## config.mk

```make
export PLATFORM = sky130hd
export DESIGN_NAME = halton_jitter_sequence
export DESIGN_NICKNAME = d
export VERILOG_FILES = /design/src/hdl/hjs_pkg.sv /design/src/hdl/hjs_div.sv /design/src/hdl/hjs_dp.sv /design/src/hdl/hjs_ctrl.sv /design/src/hdl/halton_jitter_sequence.sv
export SDC_FILE = /design/constraint.sdc
export NUM_CORES = 2
export LEC_CHECK = 0
export BUFFER_PORTS_ARGS = -buffer_cell sky130_fd_sc_hd__buf_2
export CAP_MARGIN = 0
export CORE_ASPECT_RATIO = 0.8
export CORE_MARGIN = 2
export CORE_UTILIZATION = 40
export DETAILED_ROUTE_END_ITERATION = 10
export PLACE_DENSITY_LB_ADDON = 0.05
export SLEW_MARGIN = 20
export SYNTH_ARGS = -nofsm -noshare
export SYNTH_HDL_FRONTEND = slang
export SYNTH_SLANG_ARGS = --single-unit
export TNS_END_PERCENT = 1
```

## constraint.sdc

```tcl
create_clock -name clk -period 14.8 [get_ports clk]
set_input_delay 2.96 -clock clk [delete_from_list [all_inputs] [get_ports clk]]
set_output_delay 2.96 -clock clk [all_outputs]
set_load 0.05 [all_outputs]
```

## src/hdl/hjs_pkg.sv

```systemverilog
// shared types and constants for the halton jitter sequence block
package hjs_pkg;

  localparam int IDX_W  = 16;
  localparam int FRAC_W = 24;
  localparam int OFS_W  = 24;
  localparam int DIV_W  = 25;
  localparam int CNT_W  = 5;
  localparam int CFG_W  = 4;
  localparam int DAT_W  = 16;

  typedef enum logic [CFG_W-1:0] {
    CFG_LEN    = 4'd0,
    CFG_BASE_X = 4'd1,
    CFG_BASE_Y = 4'd2,
    CFG_SPREAD = 4'd3,
    CFG_PIN_EN = 4'd4,
    CFG_PIN    = 4'd5,
    CFG_WIDTH  = 4'd6,
    CFG_HEIGHT = 4'd7
  } cfg_reg_t;

  typedef struct packed {
    logic accept;
    logic zero;
    logic idx_start;
    logic idx_done;
    logic axis_init;
    logic dig_start;
    logic dig_step;
    logic frac_start;
    logic frac_done;
    logic mul;
    logic scale;
    logic ndc_start;
    logic ndc_done;
    logic axis;
  } dp_cmd_t;

  typedef struct packed {
    logic enable;
    logic div_done;
    logic n_zero;
  } dp_stat_t;

endpackage

```

## src/hdl/hjs_div.sv

```systemverilog
// shared restoring divider, one quotient bit per cycle
module hjs_div (
  input  logic                      clk,
  input  logic                      rst_n,
  input  logic                      start,
  input  logic [hjs_pkg::DIV_W-1:0] rem_init,
  input  logic [hjs_pkg::DIV_W-1:0] dividend,
  input  logic [hjs_pkg::DIV_W-1:0] divisor,
  input  logic [hjs_pkg::CNT_W-1:0] steps,
  output logic                      done,
  output logic [hjs_pkg::DIV_W-1:0] quo,
  output logic [hjs_pkg::DIV_W-1:0] rem
);

  logic [hjs_pkg::DIV_W-1:0] rem_r, dvd_r, quo_r, dsr_r;
  logic [hjs_pkg::CNT_W-1:0] cnt_r;
  logic                      busy_r, done_r;
  logic [hjs_pkg::DIV_W:0]   trial;

  assign trial = {rem_r, dvd_r[hjs_pkg::DIV_W-1]} - {1'b0, dsr_r};

  always_ff @(posedge clk) begin
    if (!rst_n) begin
      busy_r <= 1'b0;
      done_r <= 1'b0;
      cnt_r  <= '0;
    end else begin
      done_r <= 1'b0;
      if (start) begin
        busy_r <= 1'b1;
        cnt_r  <= steps;
      end else if (busy_r) begin
        cnt_r <= cnt_r - 1'b1;
        if (cnt_r == 1) begin
          busy_r <= 1'b0;
          done_r <= 1'b1;
        end
      end
    end
  end

  always_ff @(posedge clk) begin
    if (start) begin
      rem_r <= rem_init;
      dvd_r <= dividend;
      dsr_r <= divisor;
      quo_r <= '0;
    end else if (busy_r) begin
      dvd_r <= {dvd_r[hjs_pkg::DIV_W-2:0], 1'b0};
      if (!trial[hjs_pkg::DIV_W]) begin
        rem_r <= trial[hjs_pkg::DIV_W-1:0];
        quo_r <= {quo_r[hjs_pkg::DIV_W-2:0], 1'b1};
      end else begin
        rem_r <= {rem_r[hjs_pkg::DIV_W-2:0], dvd_r[hjs_pkg::DIV_W-1]};
        quo_r <= {quo_r[hjs_pkg::DIV_W-2:0], 1'b0};
      end
    end
  end

  assign done = done_r;
  assign quo  = quo_r;
  assign rem  = rem_r;

endmodule

```

## src/hdl/hjs_dp.sv

```systemverilog
// datapath: configuration registers, index, digit reversal, scaling and ndc
module hjs_dp (
  input  logic                      clk,
  input  logic                      rst_n,
  input  hjs_pkg::dp_cmd_t          cmd,
  output hjs_pkg::dp_stat_t         stat,
  input  logic                      cfg_valid,
  input  logic [hjs_pkg::CFG_W-1:0] cfg_index,
  input  logic [hjs_pkg::DAT_W-1:0] cfg_data,
  input  logic                      in_jitter_enable,
  output logic [hjs_pkg::OFS_W-1:0] cur_x,
  output logic [hjs_pkg::OFS_W-1:0] cur_y,
  output logic [hjs_pkg::OFS_W-1:0] prev_x,
  output logic [hjs_pkg::OFS_W-1:0] prev_y,
  output logic [hjs_pkg::OFS_W-1:0] ndc_x,
  output logic [hjs_pkg::OFS_W-1:0] ndc_y
);

  logic [15:0] len_r, spread_r, pin_pos_r, width_r, height_r;
  logic [7:0]  bx_r, by_r;
  logic        pin_en_r;

  logic [hjs_pkg::IDX_W-1:0] idx_r;
  logic [hjs_pkg::IDX_W:0]   n_r, nw_r, idx_inc;
  logic [hjs_pkg::DIV_W-1:0] num_r, den_r;
  logic [hjs_pkg::FRAC_W-1:0] mag_r;
  logic        neg_r, en_r;
  logic [39:0] prod_r;
  logic [hjs_pkg::OFS_W-1:0] cur_x_r, cur_y_r, prev_x_r, prev_y_r, ndc_x_r, ndc_y_r;

  logic [15:0] len_eff, dim_eff;
  logic [7:0]  base_eff, base_sel;
  logic [hjs_pkg::FRAC_W-1:0] h;
  logic [19:0] scaled;
  logic [hjs_pkg::OFS_W-1:0] off_sel, off_abs, off_new, ndc_new;
  logic [20:0] ndc_q;

  logic                      div_start, div_done;
  logic [hjs_pkg::DIV_W-1:0] div_rem0, div_dvd, div_dsr, div_quo, div_rem;
  logic [hjs_pkg::CNT_W-1:0] div_steps;

  localparam logic [hjs_pkg::FRAC_W-1:0] HALF = hjs_pkg::FRAC_W'(1) << (hjs_pkg::FRAC_W - 1);

  always_ff @(posedge clk) begin
    if (!rst_n) begin
      len_r     <= 16'd8;
      bx_r      <= 8'd2;
      by_r      <= 8'd3;
      spread_r  <= 16'd4096;
      pin_en_r  <= 1'b0;
      pin_pos_r <= 16'd0;
      width_r   <= 16'd1;
      height_r  <= 16'd1;
    end else if (cfg_valid) begin
      unique case (cfg_index)
        hjs_pkg::CFG_LEN:    len_r     <= cfg_data;
        hjs_pkg::CFG_BASE_X: bx_r      <= cfg_data[7:0];
        hjs_pkg::CFG_BASE_Y: by_r      <= cfg_data[7:0];
        hjs_pkg::CFG_SPREAD: spread_r  <= cfg_data;
        hjs_pkg::CFG_PIN_EN: pin_en_r  <= cfg_data[0];
        hjs_pkg::CFG_PIN:    pin_pos_r <= cfg_data;
        hjs_pkg::CFG_WIDTH:  width_r   <= cfg_data;
        hjs_pkg::CFG_HEIGHT: height_r  <= cfg_data;
        default: ;
      endcase
    end
  end

  always_comb begin
    len_eff  = (len_r == 16'd0) ? 16'd1 : len_r;
    base_sel = cmd.axis ? by_r : bx_r;
    base_eff = (base_sel < 8'd2) ? 8'd2 : base_sel;
    dim_eff  = cmd.axis ? height_r : width_r;
    if (dim_eff == 16'd0) dim_eff = 16'd1;
    idx_inc  = {1'b0, idx_r} + 1'b1;
    h        = div_quo[hjs_pkg::FRAC_W-1:0];
    scaled   = prod_r[39:20];
    off_new  = neg_r ? -{4'b0, scaled} : {4'b0, scaled};
    off_sel  = cmd.axis ? cur_y_r : cur_x_r;
    off_abs  = off_sel[hjs_pkg::OFS_W-1] ? -off_sel : off_sel;
    ndc_q    = div_quo[20:0];
    ndc_new  = neg_r ? -{3'b0, ndc_q} : {3'b0, ndc_q};
  end

  // divider operand selection
  always_comb begin
    div_start = 1'b0;
    div_rem0  = '0;
    div_dvd   = '0;
    div_dsr   = '0;
    div_steps = '0;
    priority if (cmd.idx_start) begin
      div_start = 1'b1;
      div_dvd   = {(pin_en_r ? {1'b0, pin_pos_r} : idx_inc), 8'b0};
      div_dsr   = {9'b0, len_eff};
      div_steps = 5'd17;
    end else if (cmd.dig_start) begin
      div_start = 1'b1;
      div_dvd   = {nw_r, 8'b0};
      div_dsr   = {17'b0, base_eff};
      div_steps = 5'd17;
    end else if (cmd.frac_start) begin
      div_start = 1'b1;
      div_rem0  = num_r;
      div_dsr   = den_r;
      div_steps = 5'd24;
    end else if (cmd.ndc_start) begin
      div_start = 1'b1;
      div_dvd   = {off_abs[19:0], 5'b0};
      div_dsr   = {9'b0, dim_eff};
      div_steps = 5'd21;
    end
  end

  hjs_div u_div (
    .clk      (clk),
    .rst_n    (rst_n),
    .start    (div_start),
    .rem_init (div_rem0),
    .dividend (div_dvd),
    .divisor  (div_dsr),
    .steps    (div_steps),
    .done     (div_done),
    .quo      (div_quo),
    .rem      (div_rem)
  );

  always_ff @(posedge clk) begin
    if (!rst_n) begin
      idx_r    <= '0;
      cur_x_r  <= '0;
      cur_y_r  <= '0;
      prev_x_r <= '0;
      prev_y_r <= '0;
      en_r     <= 1'b0;
    end else begin
      if (cmd.accept) begin
        en_r     <= in_jitter_enable;
        prev_x_r <= cur_x_r;
        prev_y_r <= cur_y_r;
      end
      if (cmd.zero) begin
        cur_x_r <= '0;
        cur_y_r <= '0;
      end
      if (cmd.idx_done) idx_r <= div_rem[hjs_pkg::IDX_W-1:0];
      if (cmd.scale) begin
        if (cmd.axis) cur_y_r <= off_new;
        else          cur_x_r <= off_new;
      end
    end
  end

  always_ff @(posedge clk) begin
    if (cmd.zero) begin
      ndc_x_r <= '0;
      ndc_y_r <= '0;
    end
    if (cmd.idx_done) n_r <= {1'b0, div_rem[hjs_pkg::IDX_W-1:0]} + 1'b1;
    if (cmd.axis_init) begin
      nw_r  <= n_r;
      num_r <= '0;
      den_r <= hjs_pkg::DIV_W'(1);
    end
    if (cmd.dig_step) begin
      nw_r  <= div_quo[hjs_pkg::IDX_W:0];
      num_r <= hjs_pkg::DIV_W'(num_r * base_eff + div_rem);
      den_r <= hjs_pkg::DIV_W'(den_r * base_eff);
    end
    if (cmd.frac_done) begin
      neg_r <= (h < HALF);
      mag_r <= (h < HALF) ? HALF - h : h - HALF;
    end
    if (cmd.mul) prod_r <= mag_r * spread_r;
    if (cmd.ndc_done) begin
      if (cmd.axis) ndc_y_r <= ndc_new;
      else          ndc_x_r <= ndc_new;
    end
  end

  assign stat.enable   = en_r;
  assign stat.div_done = div_done;
  assign stat.n_zero   = (nw_r == '0);

  assign cur_x  = cur_x_r;
  assign cur_y  = cur_y_r;
  assign prev_x = prev_x_r;
  assign prev_y = prev_y_r;
  assign ndc_x  = ndc_x_r;
  assign ndc_y  = ndc_y_r;

endmodule

```

## src/hdl/hjs_ctrl.sv

```systemverilog
// controller state machine sequencing index, digit, fraction and ndc steps
module hjs_ctrl (
  input  logic              clk,
  input  logic              rst_n,
  input  logic              in_valid,
  output logic              in_ready,
  output logic              out_valid,
  input  logic              out_ready,
  input  hjs_pkg::dp_stat_t stat,
  output hjs_pkg::dp_cmd_t  cmd
);

  typedef enum logic [12:0] {
    S_IDLE  = 13'b0000000000001,
    S_IDX   = 13'b0000000000010,
    S_IDXW  = 13'b0000000000100,
    S_INIT  = 13'b0000000001000,
    S_DIG   = 13'b0000000010000,
    S_DIGW  = 13'b0000000100000,
    S_FRAC  = 13'b0000001000000,
    S_FRACW = 13'b0000010000000,
    S_MUL   = 13'b0000100000000,
    S_SCALE = 13'b0001000000000,
    S_NDC   = 13'b0010000000000,
    S_NDCW  = 13'b0100000000000,
    S_DONE  = 13'b1000000000000
  } state_t;

  state_t state_r, state_nxt;
  logic   axis_r, axis_nxt;

  always_ff @(posedge clk) begin
    if (!rst_n) begin
      state_r <= S_IDLE;
      axis_r  <= 1'b0;
    end else begin
      state_r <= state_nxt;
      axis_r  <= axis_nxt;
    end
  end

  always_comb begin
    state_nxt = state_r;
    axis_nxt  = axis_r;
    cmd       = '0;
    cmd.axis  = axis_r;
    unique case (state_r)
      S_IDLE: if (in_valid) begin
        cmd.accept = 1'b1;
        state_nxt  = S_IDX;
      end
      S_IDX: if (!stat.enable) begin
        cmd.zero  = 1'b1;
        state_nxt = S_DONE;
      end else begin
        cmd.idx_start = 1'b1;
        state_nxt     = S_IDXW;
      end
      S_IDXW: if (stat.div_done) begin
        cmd.idx_done = 1'b1;
        axis_nxt     = 1'b0;
        state_nxt    = S_INIT;
      end
      S_INIT: begin
        cmd.axis_init = 1'b1;
        state_nxt     = S_DIG;
      end
      S_DIG: if (stat.n_zero) begin
        state_nxt = S_FRAC;
      end else begin
        cmd.dig_start = 1'b1;
        state_nxt     = S_DIGW;
      end
      S_DIGW: if (stat.div_done) begin
        cmd.dig_step = 1'b1;
        state_nxt    = S_DIG;
      end
      S_FRAC: begin
        cmd.frac_start = 1'b1;
        state_nxt      = S_FRACW;
      end
      S_FRACW: if (stat.div_done) begin
        cmd.frac_done = 1'b1;
        state_nxt     = S_MUL;
      end
      S_MUL: begin
        cmd.mul   = 1'b1;
        state_nxt = S_SCALE;
      end
      S_SCALE: begin
        cmd.scale = 1'b1;
        state_nxt = S_NDC;
      end
      S_NDC: begin
        cmd.ndc_start = 1'b1;
        state_nxt     = S_NDCW;
      end
      S_NDCW: if (stat.div_done) begin
        cmd.ndc_done = 1'b1;
        if (axis_r) begin
          state_nxt = S_DONE;
        end else begin
          axis_nxt  = 1'b1;
          state_nxt = S_INIT;
        end
      end
      S_DONE: if (out_ready) begin
        state_nxt = S_IDLE;
      end
      default: state_nxt = S_IDLE;
    endcase
  end

  assign in_ready  = (state_r == S_IDLE);
  assign out_valid = (state_r == S_DONE);

endmodule

```

## src/hdl/halton_jitter_sequence.sv

```systemverilog
// top level: halton sub-pixel jitter generator with previous offset and ndc outputs
//
//  channel | ports                                  | beat
//  --------+----------------------------------------+------------------------------
//  cfg     | cfg_valid cfg_ready cfg_index cfg_data | one register write
//  in      | in_valid in_ready in_jitter_enable     | one frame tick
//  out     | out_valid out_ready out_*              | offsets, previous, ndc
//
//  disabled beat: idle, index, then done, which raises out_valid
//  enabled beat: index mod, then per axis the digit loop (one step per digit of index+1),
//  fraction, multiply, scale and ndc, all divisions on the single shared bit-serial divider
//  one beat in flight; in_ready returns after the result beat is taken
//  synchronous active-low reset restores register defaults and clears state
module halton_jitter_sequence (
  input  logic                      clk,
  input  logic                      rst_n,
  input  logic                      cfg_valid,
  output logic                      cfg_ready,
  input  logic [hjs_pkg::CFG_W-1:0] cfg_index,
  input  logic [hjs_pkg::DAT_W-1:0] cfg_data,
  input  logic                      in_valid,
  output logic                      in_ready,
  input  logic                      in_jitter_enable,
  output logic                      out_valid,
  input  logic                      out_ready,
  output logic signed [hjs_pkg::OFS_W-1:0] out_offset_x,
  output logic signed [hjs_pkg::OFS_W-1:0] out_offset_y,
  output logic signed [hjs_pkg::OFS_W-1:0] out_prev_offset_x,
  output logic signed [hjs_pkg::OFS_W-1:0] out_prev_offset_y,
  output logic signed [hjs_pkg::OFS_W-1:0] out_ndc_x,
  output logic signed [hjs_pkg::OFS_W-1:0] out_ndc_y
);

  hjs_pkg::dp_cmd_t  cmd;
  hjs_pkg::dp_stat_t stat;

  assign cfg_ready = 1'b1;

  hjs_ctrl u_ctrl (
    .clk       (clk),
    .rst_n     (rst_n),
    .in_valid  (in_valid),
    .in_ready  (in_ready),
    .out_valid (out_valid),
    .out_ready (out_ready),
    .stat      (stat),
    .cmd       (cmd)
  );

  hjs_dp u_dp (
    .clk              (clk),
    .rst_n            (rst_n),
    .cmd              (cmd),
    .stat             (stat),
    .cfg_valid        (cfg_valid),
    .cfg_index        (cfg_index),
    .cfg_data         (cfg_data),
    .in_jitter_enable (in_jitter_enable),
    .cur_x            (out_offset_x),
    .cur_y            (out_offset_y),
    .prev_x           (out_prev_offset_x),
    .prev_y           (out_prev_offset_y),
    .ndc_x            (out_ndc_x),
    .ndc_y            (out_ndc_y)
  );

endmodule

```

# Yosys cells after proc, flatten, opt, wreduce, memory -nomap -nowiden
# Index checks and enable logic that the tools add are counted.
# totals
register_bits,527
output_inout_bits,147
# classes
addsub,10
n_mul,3
n_lt_le_gt_ge,2
eq_ne,27
mux,90
bitwise_logic,2
reduce_logical,19
# ops
operator,count
two-way mux 25 bit,17
two-way mux 24 bit,16
one-hot mux 13 bit (13 select lines),1
two-way mux 13 bit,8
two-way mux 16 bit,6
two-way mux 17 bit,3
multiplier 25 x 8 -> 25 bit,2
multiplier 24 x 16 -> 40 bit,1
"adder 16 x 1 -> 17 bit, second input constant",2
logical NOT 16 bit,2
two-way mux 5 bit,6
two-way mux 1 bit,27
subtractor 26 x 25 -> 26 bit,1
adder 25 bit,1
"less-than comparator 24 bit, second input constant",1
negator 20 -> 24 bit,1
negator 21 -> 24 bit,1
"subtractor 24 bit, first input constant",1
"subtractor 24 bit, second input constant",1
two-way mux 20 bit,1
negator 20 bit,1
logical NOT 17 bit,1
"equality test 4 x 3 -> 1 bit, second input constant",4
two-way mux 8 bit,2
other kinds (31),46

# Depth between registers and ports, before layout
# logic_depth
word_depth,8
depth_mapped,29
ltp_nobuf,26

# Hierarchy
# From an unflattened synthesis, not the netlist that was laid out.
# unflattened
cells_unflattened,4984
hier_area_um2,46617.2
# by_module_without_submodules
module,n_inst,cells_each,area_per_inst_um2,seq_area_each_um2
hjs_dp,1,4360,39937.1,9038.7
hjs_div,1,507,5675.4,2892.8
hjs_ctrl,1,115,993.5,280.3
halton_jitter_sequence,1,2,11.3,0.0

# Worst setup path before layout
# OpenSTA, ideal clock, no wires.
# synth_path
path_kind,reg-to-reg
startpoint,reg u_dp.mag_r[13] (netlist name)
endpoint,reg u_dp.prod_r[39] (data pin)
setup_time_ns,0.260
arrival_time_ns,6.059
required_ns,14.540
path_slack_ns,8.481
stages_incl_launch_ff,25
n_path_buf,1
synth_period_minus_slack_ns,6.319
path_cell_list,edfxtp_1 -> clkbuf_1 -> nand2_1 -> fa_1 -> inv_1 -> fa_1 -> inv_1 -> fa_1 -> inv_1 -> fa_1 -> fa_1 -> inv_1 -> fa_1 -> inv_1 -> ha_1 -> a211oi_1 -> o211ai_1 -> a221o_1 -> a31oi_1 -> o21ai_0 -> a31o_2 -> a21oi_1 -> o21ai_0 -> a21oi_1 -> xnor2_1
# synth_between
elab_chain_len,1
# synth_rtl
element,line_no,source
start: declaration,hjs_dp.sv:26,logic [hjs_pkg::FRAC_W-1:0] mag_r;
start signal: assignment,hjs_dp.sv:172,mag_r <= (h < HALF) ? HALF - h : h - HALF;
multiplier 24 x 16 -> 40 bit,hjs_dp.sv:174,if (cmd.mul) prod_r <= mag_r * spread_r;
end signal: assignment,hjs_dp.sv:174,
end: declaration,hjs_dp.sv:28,logic [39:0] prod_r;
# Every way passes these cells.
# A chain may end at the register's enable or synchronous reset.

# Final worst setup path
# layout_path
startpoint,reg u_dp.spread_r[5]
endpoint,reg u_dp.prod_r[39] (data pin)
# layout_between
elab_chain_len,1
# layout_rtl
element,line_no,source
start: declaration,hjs_dp.sv:19,"logic [15:0] len_r, spread_r, pin_pos_r, width_r, height_r;"
start signal: assignment,hjs_dp.sv:59,hjs_pkg::CFG_SPREAD: spread_r <= cfg_data;
multiplier 24 x 16 -> 40 bit,hjs_dp.sv:174,
# Every way passes these cells.

==> results.toml <==
[yosys]
synth-seq-cells = 502
ys_types = 81
synthFlopType = "dfxtp_1"
synth_edf_count = 199
syn_area_mm2 = 0.0447
synthesis.nets = 5750
synth_warnings = 0
synth_cells = 4959
avgSynthCellArea_um2 = 9.01
ys_async_sr_fraction = 0
yosysSeqAreaShare = 0.270

[floorplanning]
dieHeight_um = 303
rows = 109
core-area_mm2 = 0.111
io_pins = 173
start_util = 0.404
dieArea_mm2 = 0.114
dieWidth_um = 378

[setup_path]
worstPathRequired_ps = 15220
regToRegStartpoint = "u_dp.spread_r[5]$_SDFFE_PN0P_"
crit_fanout = 25
crit_type = "flop to flop"
worstRegToRegCells = 22
worstPathArrival_ps = 8210
r2r-end = "u_dp.prod_r[39]$_DFFE_PP_"
critPathCaptureType = "flop"
r2r_setup_slack_ps = 7000
startpoint_type = "flop"

[cells_and_area]
finalNonFillerCells = 6526
final_nets = 5768
multi_input_comb_area_mm2 = 0.0291
fillers = 10949
seq_area_mm2 = 0.0120
area_growth_pct = 9.41
drive_gt1_frac = 0.0768
final_common_cell = "nand2_1"
mostFrequentLayoutCells = "814 x nand2_1, 673 x inv_1, 557 x fa_1"
fin_util = 0.442

[sta]
rsz0062_at_grt = "no"
drv_slew = 0
hold_ws_ps = 447
worst_pin_slew_ps = 1190
setup_ws_ps = 7000
setup_viol = 0
period_share = 0.527
timing.fmax_ghz = 0.128
final.setup.tns_ps = 0
skew_ps = 58.3
hold_viol = 0
maxSlewHeadroom = 0.204
finalCriticalPeriod_ps = 7800

[global_route]
antenna_found_initial = 0
grt-ovfl-total = 0
grt_pass1_vias = 33709
grt_max_degree = 128
track_usage = 0.241
grt_pass1_wl_um = 211000

[min_path]
min_path_cells = 2
worstHoldStart = "u_dp.prev_y[15]$_SDFFE_PN0P_"
min_to = "u_dp.prev_y[15]$_SDFFE_PN0P_"
hold_class = "flop to flop"

[detailed_routing]
wirelength_um = 136000
vias = 33415
vias_per_cell = 5.12
dr.pass1.iters = 5
route.detailed.drc = 0
drt_iter0_drc = 2387
wl_per_cell_um = 20.9
final_antenna_net_count = 0

[clocking]
post-cts-setup-buffers = 0
cts_made_buffers = 59
clkTransAtPathRegs_ps = 60
cts_buffer_depth = 3
clock_latency_ps = 690
htreeDepth = 2
cts_resized = 0
cts.sinks = 502
cts_tree = "done"
cts_root_buf = "clkbuf_16"
postCtsHoldBufs = 0

[power_and_ir_drop]
combPwrFrac = 0.170
leakage_nw = 21.6
p_int_mw = 2.56
irDropWorstVdd_mv = 0.108
power.share.clock = 0.427
powerDensity_mw_per_mm2 = 74.1
switching_share = 0.293
p_sw_mw = 1.06
power_frac_seq = 0.403

[placed_design]
port_buffers = 171
gp_congestion = 0.840
place_hpwl_um = 99600
place_ws_ps = 6990
dp.cells = 6414

[run]
maxCapViolations = 0

[status]
status = "finished clean"
==> final cells by class <==
cell class | count | share of cell area
diodes | 1 | 0.0000512
clock buffers | 80 | 0.0355
clock inverters | 31 | 0.00645
inverters | 676 | 0.0520
multi-input cells | 3517 | 0.596
flip-flops and latches | 502 | 0.246
well taps | 1498 | 0.0384
repair buffers | 221 | 0.0252
==> critical path, stage by stage, from the launching register on <==
cell      delay, ps
dfxtp_1        1100
and2_1          280
fa_1            420
inv_1            70
fa_1            440
fa_1            530
inv_1            60
fa_1            490
fa_1            500
inv_1            50
fa_1            530
inv_1            60
ha_1            320
a21oi_1         280
o211ai_1        140
a221o_1         270
a31oi_1         610
o21ai_0         260
a31o_2          300
a21oi_1         280
o21ai_0         250
a21oi_1         230
xnor2_1          80
==> flip-flops by register name, summed over array words and instances (netlist names), 17 cells and up <==
name,cells
u_dp.n_r,17
u_dp.prod_r,20
u_dp.u_div.quo,24
u_dp.nw_r,17
u_dp.u_div.rem,25
u_dp.u_div.dvd_r,20
u_dp.prev_y,24
u_dp.mag_r,24
u_dp.prev_x,24
u_dp.ndc_y,24
u_dp.cur_y,24
u_dp.u_div.dsr_r,25
u_dp.num_r,25
u_dp.ndc_x,24
u_dp.cur_x,24
u_dp.den_r,25
==> metrics by stage <==
stage | instance area, um2 | power (mW)
floorplan | 44700 | 1.93
global placement | 46800 | 2.11
detailed placement | 46800 | 2.10
CTS | 48900 | 3.66
global route | 48900 | 3.80
finish | 48900 | 3.62
==> power by group through the flow <==
stage	registers [mW]	clock network (mW)	logic [mW]
after CTS	1.46	1.59	0.619
after floorplan	1.48	0	0.443
after global routing	1.46	1.64	0.697
final	1.46	1.55	0.617
after global placement	1.49	0	0.617
after detailed placement	1.49	0	0.612
==> cell usage after synthesis (19+ instances only) <==
cell        n  area, um2
mux2i_1   112       1120
inv_1     673       2530
o21ai_0   132        661
a21o_1     24        180
nor3_1     54        270
nor4_1     24        150
xnor2_1   114        998
o21a_1     19        143
xor2_1     94        823
clkbuf_1  229        860
nor2_1    292       1100
nand3_1   108        541
and2_1    403       2520
edfxtp_1  199       5980
ha_1      208       2600
mux2_2     22        248
nand2_1   814       3060
dfxtp_1   303       6070
a21oi_1   234       1170
nor2b_1    21        131
fa_1      557      11200
a31oi_1    45        282
==> layer usage <==
metal / routed length, um / global-route usage
met1: 71100 / 0.385
met3: 8800 / 0.0451
met5: 0 / 0
met2: 54500 / 0.339
met4: 2000 / 0.0402
==> worst max path at each step <==
stage	to	slack (ps)	start
after floorplan	u_dp.prod_r[39]$_DFFE_PP_	8480	u_dp.mag_r[13]$_DFFE_PP_
after global placement	u_dp.prod_r[39]$_DFFE_PP_	7140	u_dp.spread_r[5]$_SDFFE_PN0P_
after detailed placement	u_dp.prod_r[39]$_DFFE_PP_	6990	u_dp.spread_r[5]$_SDFFE_PN0P_
after CTS	u_dp.prod_r[39]$_DFFE_PP_	7000	u_dp.spread_r[5]$_SDFFE_PN0P_
after global routing	u_dp.prod_r[39]$_DFFE_PP_	6650	u_dp.spread_r[5]$_SDFFE_PN0P_
final	u_dp.prod_r[39]$_DFFE_PP_	7000	u_dp.spread_r[5]$_SDFFE_PN0P_
==> cells by family after synthesis <==
kind of cell | after synthesis | synth area share
simple gates | 1833 | 0.194
buf+inv | 940 | 0.0801
fa+ha+maj | 765 | 0.308
compound gates | 574 | 0.0766
flops | 502 | 0.270
xor+xnor | 210 | 0.0415
mux | 134 | 0.0306
other cells | 1 | 0.0000840
Power figures use the tool's default switching activity.
